## config.mk

```make
export PLATFORM = sky130hd
export DESIGN_NAME = raster_row_run_length_encoder_flat
export DESIGN_NICKNAME = d
export VERILOG_FILES = /design/src/rtl/rrle_pkg.sv /design/src/rtl/rrle_if.sv /design/src/rtl/rrle_front.sv /design/src/rtl/rrle_queue.sv /design/src/rtl/rrle_back.sv /design/src/rtl/raster_row_run_length_encoder.sv /design/src/flat_wrapper.sv
export SDC_FILE = /design/constraint.sdc
export NUM_CORES = 1
export LEC_CHECK = 0
export BUFFER_PORTS_ARGS = -buffer_cell sky130_fd_sc_hd__buf_2
export CAP_MARGIN = 20
export CELL_PAD_IN_SITES_DETAIL_PLACEMENT = 0
export CELL_PAD_IN_SITES_GLOBAL_PLACEMENT = 1
export CORE_MARGIN = 1.5
export CORE_UTILIZATION = 43
export CTS_CLUSTER_DIAMETER = 100
export DETAILED_ROUTE_END_ITERATION = 10
export PLACE_DENSITY_LB_ADDON = 0.1
export SYNTH_ARGS = -nofsm -noshare
export SYNTH_HDL_FRONTEND = slang
export SYNTH_SLANG_ARGS = --single-unit
export TNS_END_PERCENT = 1
```

## constraint.sdc

```tcl
create_clock -name clk -period 5.8 [get_ports clk]
set_input_delay 0 -clock clk [delete_from_list [all_inputs] [get_ports clk]]
set_output_delay 0 -clock clk [all_outputs]
set_load 0.005 [all_outputs]
```

## src/rtl/rrle_pkg.sv

```systemverilog
package rrle_pkg;

  localparam int MAX_WIDTH    = 4096;
  localparam int MAX_HEIGHT   = 4096;
  localparam int VALUE_BITS   = 8;
  localparam int POS_BITS     = 12;
  localparam int ROW_BITS     = 12;
  localparam int SIZE_BITS    = 13;
  localparam int CFG_IDX_BITS = 4;

  localparam logic [CFG_IDX_BITS-1:0] CFG_ROW_WIDTH   = 4'd0;
  localparam logic [CFG_IDX_BITS-1:0] CFG_TILE_HEIGHT = 4'd1;

  localparam logic [SIZE_BITS-1:0] RESET_SIZE = 13'd256;

  // Operation kinds handed from the front to the back.
  localparam logic [1:0] KIND_CLOSE_PREV = 2'd0;  // value changed inside a row
  localparam logic [1:0] KIND_CLOSE_ROW  = 2'd1;  // last column extends or starts the run
  localparam logic [1:0] KIND_SPLIT_ROW  = 2'd2;  // last column differs: two runs

  localparam int QUEUE_DEPTH    = 4;
  localparam int QUEUE_PTR_BITS = 2;
  localparam int QUEUE_CNT_BITS = 3;

  typedef struct packed {
    logic [1:0]            kind;
    logic                  last_row;
    logic [ROW_BITS-1:0]   row;
    logic [POS_BITS-1:0]   first;
    logic [POS_BITS-1:0]   col;
    logic [VALUE_BITS-1:0] prev_value;
    logic [VALUE_BITS-1:0] value;
  } rrle_op_t;

  typedef struct packed {
    logic [ROW_BITS-1:0]   run_row;
    logic [POS_BITS-1:0]   run_first_col;
    logic [POS_BITS-1:0]   run_last_col;
    logic [VALUE_BITS-1:0] run_value;
    logic                  row_done;
    logic                  tile_done;
    logic                  last_result;
  } rrle_res_t;

  function automatic logic [SIZE_BITS-1:0] clamp_size(input logic [SIZE_BITS-1:0] v,
                                                     input logic [SIZE_BITS-1:0] limit);
    logic [SIZE_BITS-1:0] r;
    if (v == '0) begin
      r = SIZE_BITS'(1);
    end else if (v > limit) begin
      r = limit;
    end else begin
      r = v;
    end
    return r;
  endfunction

endpackage

```

## src/rtl/rrle_if.sv

```systemverilog
interface rrle_pixel_if import rrle_pkg::*; ();
  logic                  valid;
  logic                  ready;
  logic [VALUE_BITS-1:0] pixel_value;

  modport source (output valid, output pixel_value, input ready);
  modport sink (input valid, input pixel_value, output ready);
endinterface

interface rrle_run_if import rrle_pkg::*; ();
  logic                  valid;
  logic                  ready;
  logic [ROW_BITS-1:0]   run_row;
  logic [POS_BITS-1:0]   run_first_col;
  logic [POS_BITS-1:0]   run_last_col;
  logic [VALUE_BITS-1:0] run_value;
  logic                  row_done;
  logic                  tile_done;
  logic                  last_result;

  modport source (output valid, output run_row, output run_first_col, output run_last_col,
                  output run_value, output row_done, output tile_done,
                  output last_result, input ready);
  modport sink (input valid, input run_row, input run_first_col, input run_last_col,
                input run_value, input row_done, input tile_done, input last_result,
                output ready);
endinterface

interface rrle_cfg_if import rrle_pkg::*; ();
  logic                    valid;
  logic                    ready;
  logic [CFG_IDX_BITS-1:0] index;
  logic [SIZE_BITS-1:0]    data;

  modport source (output valid, output index, output data, input ready);
  modport sink (input valid, input index, input data, output ready);
endinterface

```

## src/rtl/rrle_front.sv

```systemverilog
module rrle_front import rrle_pkg::*; (
  input  logic               clk,
  input  logic               rst,
  rrle_pixel_if.sink         pixel,
  rrle_cfg_if.sink           cfg,
  input  logic               full,
  output logic               push,
  output rrle_op_t           push_op
);

  logic [SIZE_BITS-1:0]  row_width;
  logic [SIZE_BITS-1:0]  tile_height;
  logic [POS_BITS-1:0]   column_count;
  logic [ROW_BITS-1:0]   row_count;
  logic [POS_BITS-1:0]   run_start;
  logic [VALUE_BITS-1:0] current_value;

  logic accept;
  logic last_col;
  logic last_row;
  logic first_col;
  logic changed;

  // Pixels wait while a register write is offered, so a write never meets a pixel transfer.
  assign pixel.ready = !full && !cfg.valid;
  assign cfg.ready   = 1'b1;
  assign accept      = pixel.valid && pixel.ready;

  assign first_col = (column_count == '0);
  assign changed   = (pixel.pixel_value != current_value);
  assign last_col  = (({1'b0, column_count} + SIZE_BITS'(1)) >= row_width);
  assign last_row  = (({1'b0, row_count} + SIZE_BITS'(1)) >= tile_height);

  always_comb begin
    push_op.kind       = KIND_CLOSE_ROW;
    push_op.last_row   = last_row;
    push_op.row        = row_count;
    push_op.first      = first_col ? '0 : run_start;
    push_op.col        = column_count;
    push_op.prev_value = current_value;
    push_op.value      = pixel.pixel_value;
    push               = 1'b0;
    if (accept) begin
      if (first_col) begin
        push = last_col;
      end else if (last_col) begin
        push         = 1'b1;
        push_op.kind = changed ? KIND_SPLIT_ROW : KIND_CLOSE_ROW;
      end else if (changed) begin
        push         = 1'b1;
        push_op.kind = KIND_CLOSE_PREV;
      end
    end
  end

  always_ff @(posedge clk) begin
    if (rst) begin
      row_width     <= RESET_SIZE;
      tile_height   <= RESET_SIZE;
      column_count  <= '0;
      row_count     <= '0;
      run_start     <= '0;
      current_value <= '0;
    end else if (cfg.valid) begin
      // A write to a known register restarts the tile.
      case (cfg.index)
        CFG_ROW_WIDTH: begin
          row_width     <= clamp_size(cfg.data, SIZE_BITS'(MAX_WIDTH));
          column_count  <= '0;
          row_count     <= '0;
          run_start     <= '0;
          current_value <= '0;
        end
        CFG_TILE_HEIGHT: begin
          tile_height   <= clamp_size(cfg.data, SIZE_BITS'(MAX_HEIGHT));
          column_count  <= '0;
          row_count     <= '0;
          run_start     <= '0;
          current_value <= '0;
        end
        default: begin
        end
      endcase
    end else if (accept) begin
      if (first_col || last_col || changed) begin
        run_start     <= column_count;
        current_value <= pixel.pixel_value;
      end
      if (last_col) begin
        column_count <= '0;
        row_count    <= last_row ? '0 : row_count + ROW_BITS'(1);
      end else begin
        column_count <= column_count + POS_BITS'(1);
      end
    end
  end

endmodule

```

## src/rtl/rrle_queue.sv

```systemverilog
module rrle_queue import rrle_pkg::*; (
  input  logic     clk,
  input  logic     rst,
  input  logic     push,
  input  rrle_op_t push_op,
  input  logic     pop,
  output rrle_op_t pop_op,
  output logic     not_empty,
  output logic     full
);

  rrle_op_t                  entries [QUEUE_DEPTH];
  logic [QUEUE_PTR_BITS-1:0] wr_ptr;
  logic [QUEUE_PTR_BITS-1:0] rd_ptr;
  logic [QUEUE_CNT_BITS-1:0] count;
  logic                      do_push;
  logic                      do_pop;

  assign full      = (count == QUEUE_CNT_BITS'(QUEUE_DEPTH));
  assign not_empty = (count != '0);
  assign pop_op    = entries[rd_ptr];
  assign do_push   = push && !full;
  assign do_pop    = pop && not_empty;

  always_ff @(posedge clk) begin
    if (do_push) begin
      entries[wr_ptr] <= push_op;
    end
  end

  always_ff @(posedge clk) begin
    if (rst) begin
      wr_ptr <= '0;
      rd_ptr <= '0;
      count  <= '0;
    end else begin
      if (do_push) begin
        wr_ptr <= wr_ptr + QUEUE_PTR_BITS'(1);
      end
      if (do_pop) begin
        rd_ptr <= rd_ptr + QUEUE_PTR_BITS'(1);
      end
      if (do_push && !do_pop) begin
        count <= count + QUEUE_CNT_BITS'(1);
      end else if (do_pop && !do_push) begin
        count <= count - QUEUE_CNT_BITS'(1);
      end
    end
  end

endmodule

```

## src/rtl/rrle_back.sv

```systemverilog
module rrle_back import rrle_pkg::*; (
  input  logic       clk,
  input  logic       rst,
  input  rrle_op_t   op,
  input  logic       op_valid,
  output logic       pop,
  rrle_run_if.source run
);

  logic      out_valid;
  logic      phase;
  logic      load;
  logic      first_half;
  rrle_res_t res;
  rrle_res_t res_next;

  logic [POS_BITS-1:0] col_before;

  assign col_before = op.col - POS_BITS'(1);
  assign load       = op_valid && (!out_valid || run.ready);
  // A split operation gives its closing run first and stays queued for its second run.
  assign first_half = (op.kind == KIND_SPLIT_ROW) && !phase;
  assign pop        = load && !first_half;

  always_comb begin
    res_next.run_row = op.row;
    case (op.kind)
      KIND_CLOSE_PREV: begin
        res_next.run_first_col = op.first;
        res_next.run_last_col  = col_before;
        res_next.run_value     = op.prev_value;
        res_next.row_done      = 1'b0;
        res_next.tile_done     = 1'b0;
        res_next.last_result   = 1'b1;
      end
      KIND_SPLIT_ROW: begin
        if (phase) begin
          res_next.run_first_col = op.col;
          res_next.run_last_col  = op.col;
          res_next.run_value     = op.value;
          res_next.row_done      = 1'b1;
          res_next.tile_done     = op.last_row;
          res_next.last_result   = 1'b1;
        end else begin
          res_next.run_first_col = op.first;
          res_next.run_last_col  = col_before;
          res_next.run_value     = op.prev_value;
          res_next.row_done      = 1'b0;
          res_next.tile_done     = 1'b0;
          res_next.last_result   = 1'b0;
        end
      end
      default: begin
        res_next.run_first_col = op.first;
        res_next.run_last_col  = op.col;
        res_next.run_value     = op.value;
        res_next.row_done      = 1'b1;
        res_next.tile_done     = op.last_row;
        res_next.last_result   = 1'b1;
      end
    endcase
  end

  always_ff @(posedge clk) begin
    if (rst) begin
      out_valid <= 1'b0;
      phase     <= 1'b0;
    end else begin
      if (load) begin
        out_valid <= 1'b1;
        phase     <= first_half;
      end else if (run.ready) begin
        out_valid <= 1'b0;
      end
    end
  end

  always_ff @(posedge clk) begin
    if (load) begin
      res <= res_next;
    end
  end

  assign run.valid         = out_valid;
  assign run.run_row       = res.run_row;
  assign run.run_first_col = res.run_first_col;
  assign run.run_last_col  = res.run_last_col;
  assign run.run_value     = res.run_value;
  assign run.row_done      = res.row_done;
  assign run.tile_done     = res.tile_done;
  assign run.last_result   = res.last_result;

endmodule

```

## src/rtl/raster_row_run_length_encoder.sv

```systemverilog
// Path: a pixel that closes a run pushes its operation into the four-entry operation queue,
// from which the operation is loaded into the output register that drives the run's valid.
// Throughput: one pixel per cycle while the queue is not full and no write is offered;
// a differing pixel in the last column yields two runs, which the queue absorbs.
// Reset (rst, synchronous): row width and tile height return to 256, the tile restarts at
// row 0, column 0, and the queue and output register are emptied.
module raster_row_run_length_encoder import rrle_pkg::*; (
  input  logic       clk,
  input  logic       rst,
  rrle_pixel_if.sink pixel,
  rrle_run_if.source run,
  rrle_cfg_if.sink   cfg
);

  logic     push;
  rrle_op_t push_op;
  logic     pop;
  rrle_op_t pop_op;
  logic     not_empty;
  logic     full;

  rrle_front u_front (
    .clk     (clk),
    .rst     (rst),
    .pixel   (pixel),
    .cfg     (cfg),
    .full    (full),
    .push    (push),
    .push_op (push_op)
  );

  rrle_queue u_queue (
    .clk       (clk),
    .rst       (rst),
    .push      (push),
    .push_op   (push_op),
    .pop       (pop),
    .pop_op    (pop_op),
    .not_empty (not_empty),
    .full      (full)
  );

  rrle_back u_back (
    .clk      (clk),
    .rst      (rst),
    .op       (pop_op),
    .op_valid (not_empty),
    .pop      (pop),
    .run      (run)
  );

`ifndef NO_ASSERTIONS
  a_no_push_when_full: assert property (@(posedge clk) disable iff (rst)
    push |-> !full) else $error("operation pushed into a full queue");

  a_row_done_is_last: assert property (@(posedge clk) disable iff (rst)
    run.valid && run.row_done |-> run.last_result)
    else $error("row end run is not the last result of its pixel");

  a_tile_done_ends_row: assert property (@(posedge clk) disable iff (rst)
    run.valid && run.tile_done |-> run.row_done)
    else $error("tile end run does not end its row");

  a_run_ordered: assert property (@(posedge clk) disable iff (rst)
    run.valid |-> run.run_first_col <= run.run_last_col)
    else $error("run first column beyond its last column");
`endif

endmodule
```

## src/flat_wrapper.sv

```systemverilog
// flat-port wrapper written by rule: the top's interface ports become plain ports
module raster_row_run_length_encoder_flat import rrle_pkg::*;
  (clk, rst, pixel_valid, pixel_pixel_value, pixel_ready, run_valid, run_run_row, run_run_first_col, run_run_last_col, run_run_value, run_row_done, run_tile_done, run_last_result, run_ready, cfg_valid, cfg_index, cfg_data, cfg_ready);
  rrle_pixel_if pixel_i ();
  rrle_run_if run_i ();
  rrle_cfg_if cfg_i ();
  input  logic clk;
  input  logic rst;
  input wire logic [$bits(pixel_i.valid)-1:0] pixel_valid;
  input wire logic [$bits(pixel_i.pixel_value)-1:0] pixel_pixel_value;
  output wire logic [$bits(pixel_i.ready)-1:0] pixel_ready;
  output wire logic [$bits(run_i.valid)-1:0] run_valid;
  output wire logic [$bits(run_i.run_row)-1:0] run_run_row;
  output wire logic [$bits(run_i.run_first_col)-1:0] run_run_first_col;
  output wire logic [$bits(run_i.run_last_col)-1:0] run_run_last_col;
  output wire logic [$bits(run_i.run_value)-1:0] run_run_value;
  output wire logic [$bits(run_i.row_done)-1:0] run_row_done;
  output wire logic [$bits(run_i.tile_done)-1:0] run_tile_done;
  output wire logic [$bits(run_i.last_result)-1:0] run_last_result;
  input wire logic [$bits(run_i.ready)-1:0] run_ready;
  input wire logic [$bits(cfg_i.valid)-1:0] cfg_valid;
  input wire logic [$bits(cfg_i.index)-1:0] cfg_index;
  input wire logic [$bits(cfg_i.data)-1:0] cfg_data;
  output wire logic [$bits(cfg_i.ready)-1:0] cfg_ready;
  assign pixel_i.valid = pixel_valid;
  assign pixel_i.pixel_value = pixel_pixel_value;
  assign pixel_ready = pixel_i.ready;
  assign run_valid = run_i.valid;
  assign run_run_row = run_i.run_row;
  assign run_run_first_col = run_i.run_first_col;
  assign run_run_last_col = run_i.run_last_col;
  assign run_run_value = run_i.run_value;
  assign run_row_done = run_i.row_done;
  assign run_tile_done = run_i.tile_done;
  assign run_last_result = run_i.last_result;
  assign run_i.ready = run_ready;
  assign cfg_i.valid = cfg_valid;
  assign cfg_i.index = cfg_index;
  assign cfg_i.data = cfg_data;
  assign cfg_ready = cfg_i.ready;
  raster_row_run_length_encoder u_core (.clk(clk), .rst(rst), .pixel(pixel_i), .run(run_i), .cfg(cfg_i));
endmodule
```

==> summary.md <==
| Metric | Value |
|---|---|
| Top cell type's share of synthesized area | 55.00% |
| Total GRT Usage | about a fifth |
| Worst setup path class | reg -> reg |
| Top post-synthesis cells by count | 267 x edfxtp_1, 81 x dfxtp_1, 70 x nand2_1 |
| First DRT Iteration DRCs | about 500 |
| Total gr overflow | 0 |
| TNS Setup | 0 ps |
| YS warnings | 0 |
| Die Area | approximately 0.035 sq mm |
| Overall routed net length | 31.82 mm |
| Post-DP HPWL | 19.30 mm |
| Critical path arrival | 4430 ps |
| Layout cells sized above 1 | 20.34% |
| Post-synthesis sequential area ratio | 66.13% |
| Combinational share of power | around a fifth |
| Required @ worst endpoint | 6000 ps |
| Post-synthesis cell area | 0.01458 sq mm |
| Status | finished clean |
| RSZ-0062 raised after global routing | no |
| Startpoint Class | flip-flop |
| Hold Crit Class | in -> reg |
| Worst-Skew Late Latency | 530 ps |
| Critical Path Most Common Cell | and4_1 |
| Final setup violation count | 0 |
| Port Buffer Count | 78 |
| Post-synth cell types | 58 |
| First-pass GRT wire length | 50.32 mm |
| Final Hold Slack | 9.370 ps |
| Initial antenna violation count | 0 |
| Lkg Pwr | 0.006026 uW |
| Actual slew at the worst max-slew pin | 1084 ps |
| Routed vias | 8238 |
| Syn Area/Cell | 14.86 sq um |
| Root Driver | clkbuf_16 |
| DRC | 0 |
| Crit path max-delay family | simple AND/OR/NAND/NOR gates |
| Final setup skew | 21.55 ps |
| PD cells | approximately 400 mW/mm^2 |
| Area growth syn-to-layout | 16.48% |
| Ys flop type | edfxtp_1 |
| FF-to-FF setup slack | ~1600 ps |
| Antenna cells | 0 |
| IO Count | 80 |
| Setup Fix Bufs, Post-CTS | 0 |
| Max Cap Violations | 0 |
| Maximum vdd drop | 0.0005021 V |
| Drt pass-1 iters | 7 |
| Max transition margin | 27.42% |
| Num CTS Buffers | 38 |
| Die outline height | around 190 microns |
| Number of global-route vias before repair | about 8600 |
| Slowest CP cell | and2_2 |
| Number of vias per cell | 5.250 |
| Final Hold Violating Endpoints | 0 |
| Clk pwr share | 35.2% |
| EDFF count, synth | between 200 and 300 |
| Worst-path clk slew | 60 ps |
| Crit path time final | 4230 ps |
| Synthesized instance count | 981 |
| Number of synthesized register bits | 348 |
| Worst-path cell chain | and4_1 > and4_1 > and3_1 > xor2_1 > ha_1 > a21oi_1 > o21ai_0 > inv_1 > a31oi_1 > and2_2 > buf_12 |
| Post-Syn Nets | 1047 |
| Num rows | 67 |
| Achievable clock frequency | 236.4 MHz |
| CTS max path bufs | 3 |
| Critical Path Fanout Max | 30 |
| Top cells by area, synth | edfxtp_1 55%, dfxtp_1 11%, mux4_2 8.5% |
| TritonCTS Sinks | 348 |
| Final period util | between 70 and 80% |
| CTS tree | done |
| Number of H-tree levels | 2 |
| Core area | between 0.03 and 0.04 sq mm |
| Die span in x | roughly 190 microns |
| Largest net degree at the start of global routing | 67 |
| CP bufs+invs | 2 |
| Most frequent cell after synthesis | edfxtp_1 |
| Synth area leader | edfxtp_1 |
| Max Slew Vio Count | 0 |
| Starting Density | 43.58% |
| Switching pwr | between 1500 and 2000 uW |
| Ys async rst share | 0% |
| WL/cell | 20.28 microns |
| Pint | 4959 uW |
| Seq pwr share | between 40% and 50% |
| GP Congestion | 0.7760 |
| Final ANT Viol Nets | 0 |
| Nets@finish | between 1000 and 1500 |
| Slowest stage delay, CP | 770 ps |
| CP endpoint kind | flip-flop |
| Switching Share | 26.17% |
-- worst paths after layout --
path                                                 endpoint                      startpoint  cells past startpoint
worst min-delay path            u_core.u_queue.entries[2][53]                     pixel_valid                      2
worst min register to register   u_core.u_front.run_start[10]    u_core.u_front.run_start[10]                      2
worst max-delay path            u_core.u_queue.entries[0][41]  u_core.u_front.column_count[2]                     11
worst max register to register  u_core.u_queue.entries[0][41]  u_core.u_front.column_count[2]                     11
-- power groups by stage --
stage | Sequential (uW) | Clock (uW) | Combinational (uW)
floorplan | 3150 | 0 | 838
global placement | 3140 | 0 | 1290
detailed placement | 3140 | 0 | 1310
CTS | 3090 | 2420 | 1330
global route | 3110 | 2520 | 1400
finish | 3080 | 2360 | 1270
-- cells in the final DEF, fill, tap and decap left out, types with 34 or more instances in the layout --
cell	netlist	routed
inv_1	44	44
a21oi_1	56	54
nand2_1	70	70
buf_2	12	78
clkbuf_16	0	39
dfxtp_1	81	79
mux4_2	55	55
ha_1	35	35
edfxtp_1	267	267
nor2_1	34	34
-- sequential cells by signal, summed over array words and instances (netlist names), 12 cells and up, named ones only --
register / cells
u_core.u_queue.entries: 220
u_core.u_front.row_width: 13
u_core.u_front.tile_height: 13
u_core.u_back.run.run_first_col: 12
u_core.u_back.run.run_last_col: 12
u_core.u_back.run.run_row: 12
u_core.u_front.column_count: 12
u_core.u_front.row_count: 12
u_core.u_front.run_start: 12
-- final cells by class --
class / instances / area (sq um)
Multi-Input combinational cell: 537 / 4567
Timing Repair Buffer: 120 / 810.8
Clock inverter: 20 / 186.4
Inverter: 46 / 172.7
Fill cell: 2872 / 16470
Sequential cell: 348 / 9644
Tap cell: 448 / 560.5
Clock buffer: 50 / 1037
-- layer usage --
metal | up-vias | wire length [microns] | track usage (%)
met5 | - | 0 | 0
met4 | 0 | 726 | 5.583
met3 | 46 | 1100 | 2.795
met2 | 149 | 15460 | 31.00
met1 | 4109 | 14530 | 25.44
li1 | 3934 | - | -
-- timing repair --
| action | 4_1_cts | 5_1_grt |
|---|---|---|
| hold buffers | 32 | 0 |
| gates resized for setup | 0 | 0 |
| hold endpoints to repair | 67 | 0 |
-- cell families after synthesis --
family | synth area share [%]
flops | 66.13
simple gates | 9.219
compound gates | 4.567
mux | 11.61
buf+inv | 2.730
xor+xnor | 2.584
fa+ha+maj | 3.142
other cells | 0.02573
-- metrics by stage --
stage | utilization, % | setup slack, ps | power (uW) | area, sq um | std cells
floorplan | - | 1419 | 3987 | 14580 | 981
global placement | 46.15 | 1536 | 4429 | 15430 | 1467
detailed placement | 46.15 | 1516 | 4449 | 15430 | 1467
CTS | 50.76 | 1528 | 6842 | 16980 | 1569
global route | 50.76 | 1163 | 7029 | 16980 | 1569
finish | 50.76 | 1570 | 6716 | 16980 | 1569
No activity file was read; power rests on OpenSTA's default activity.
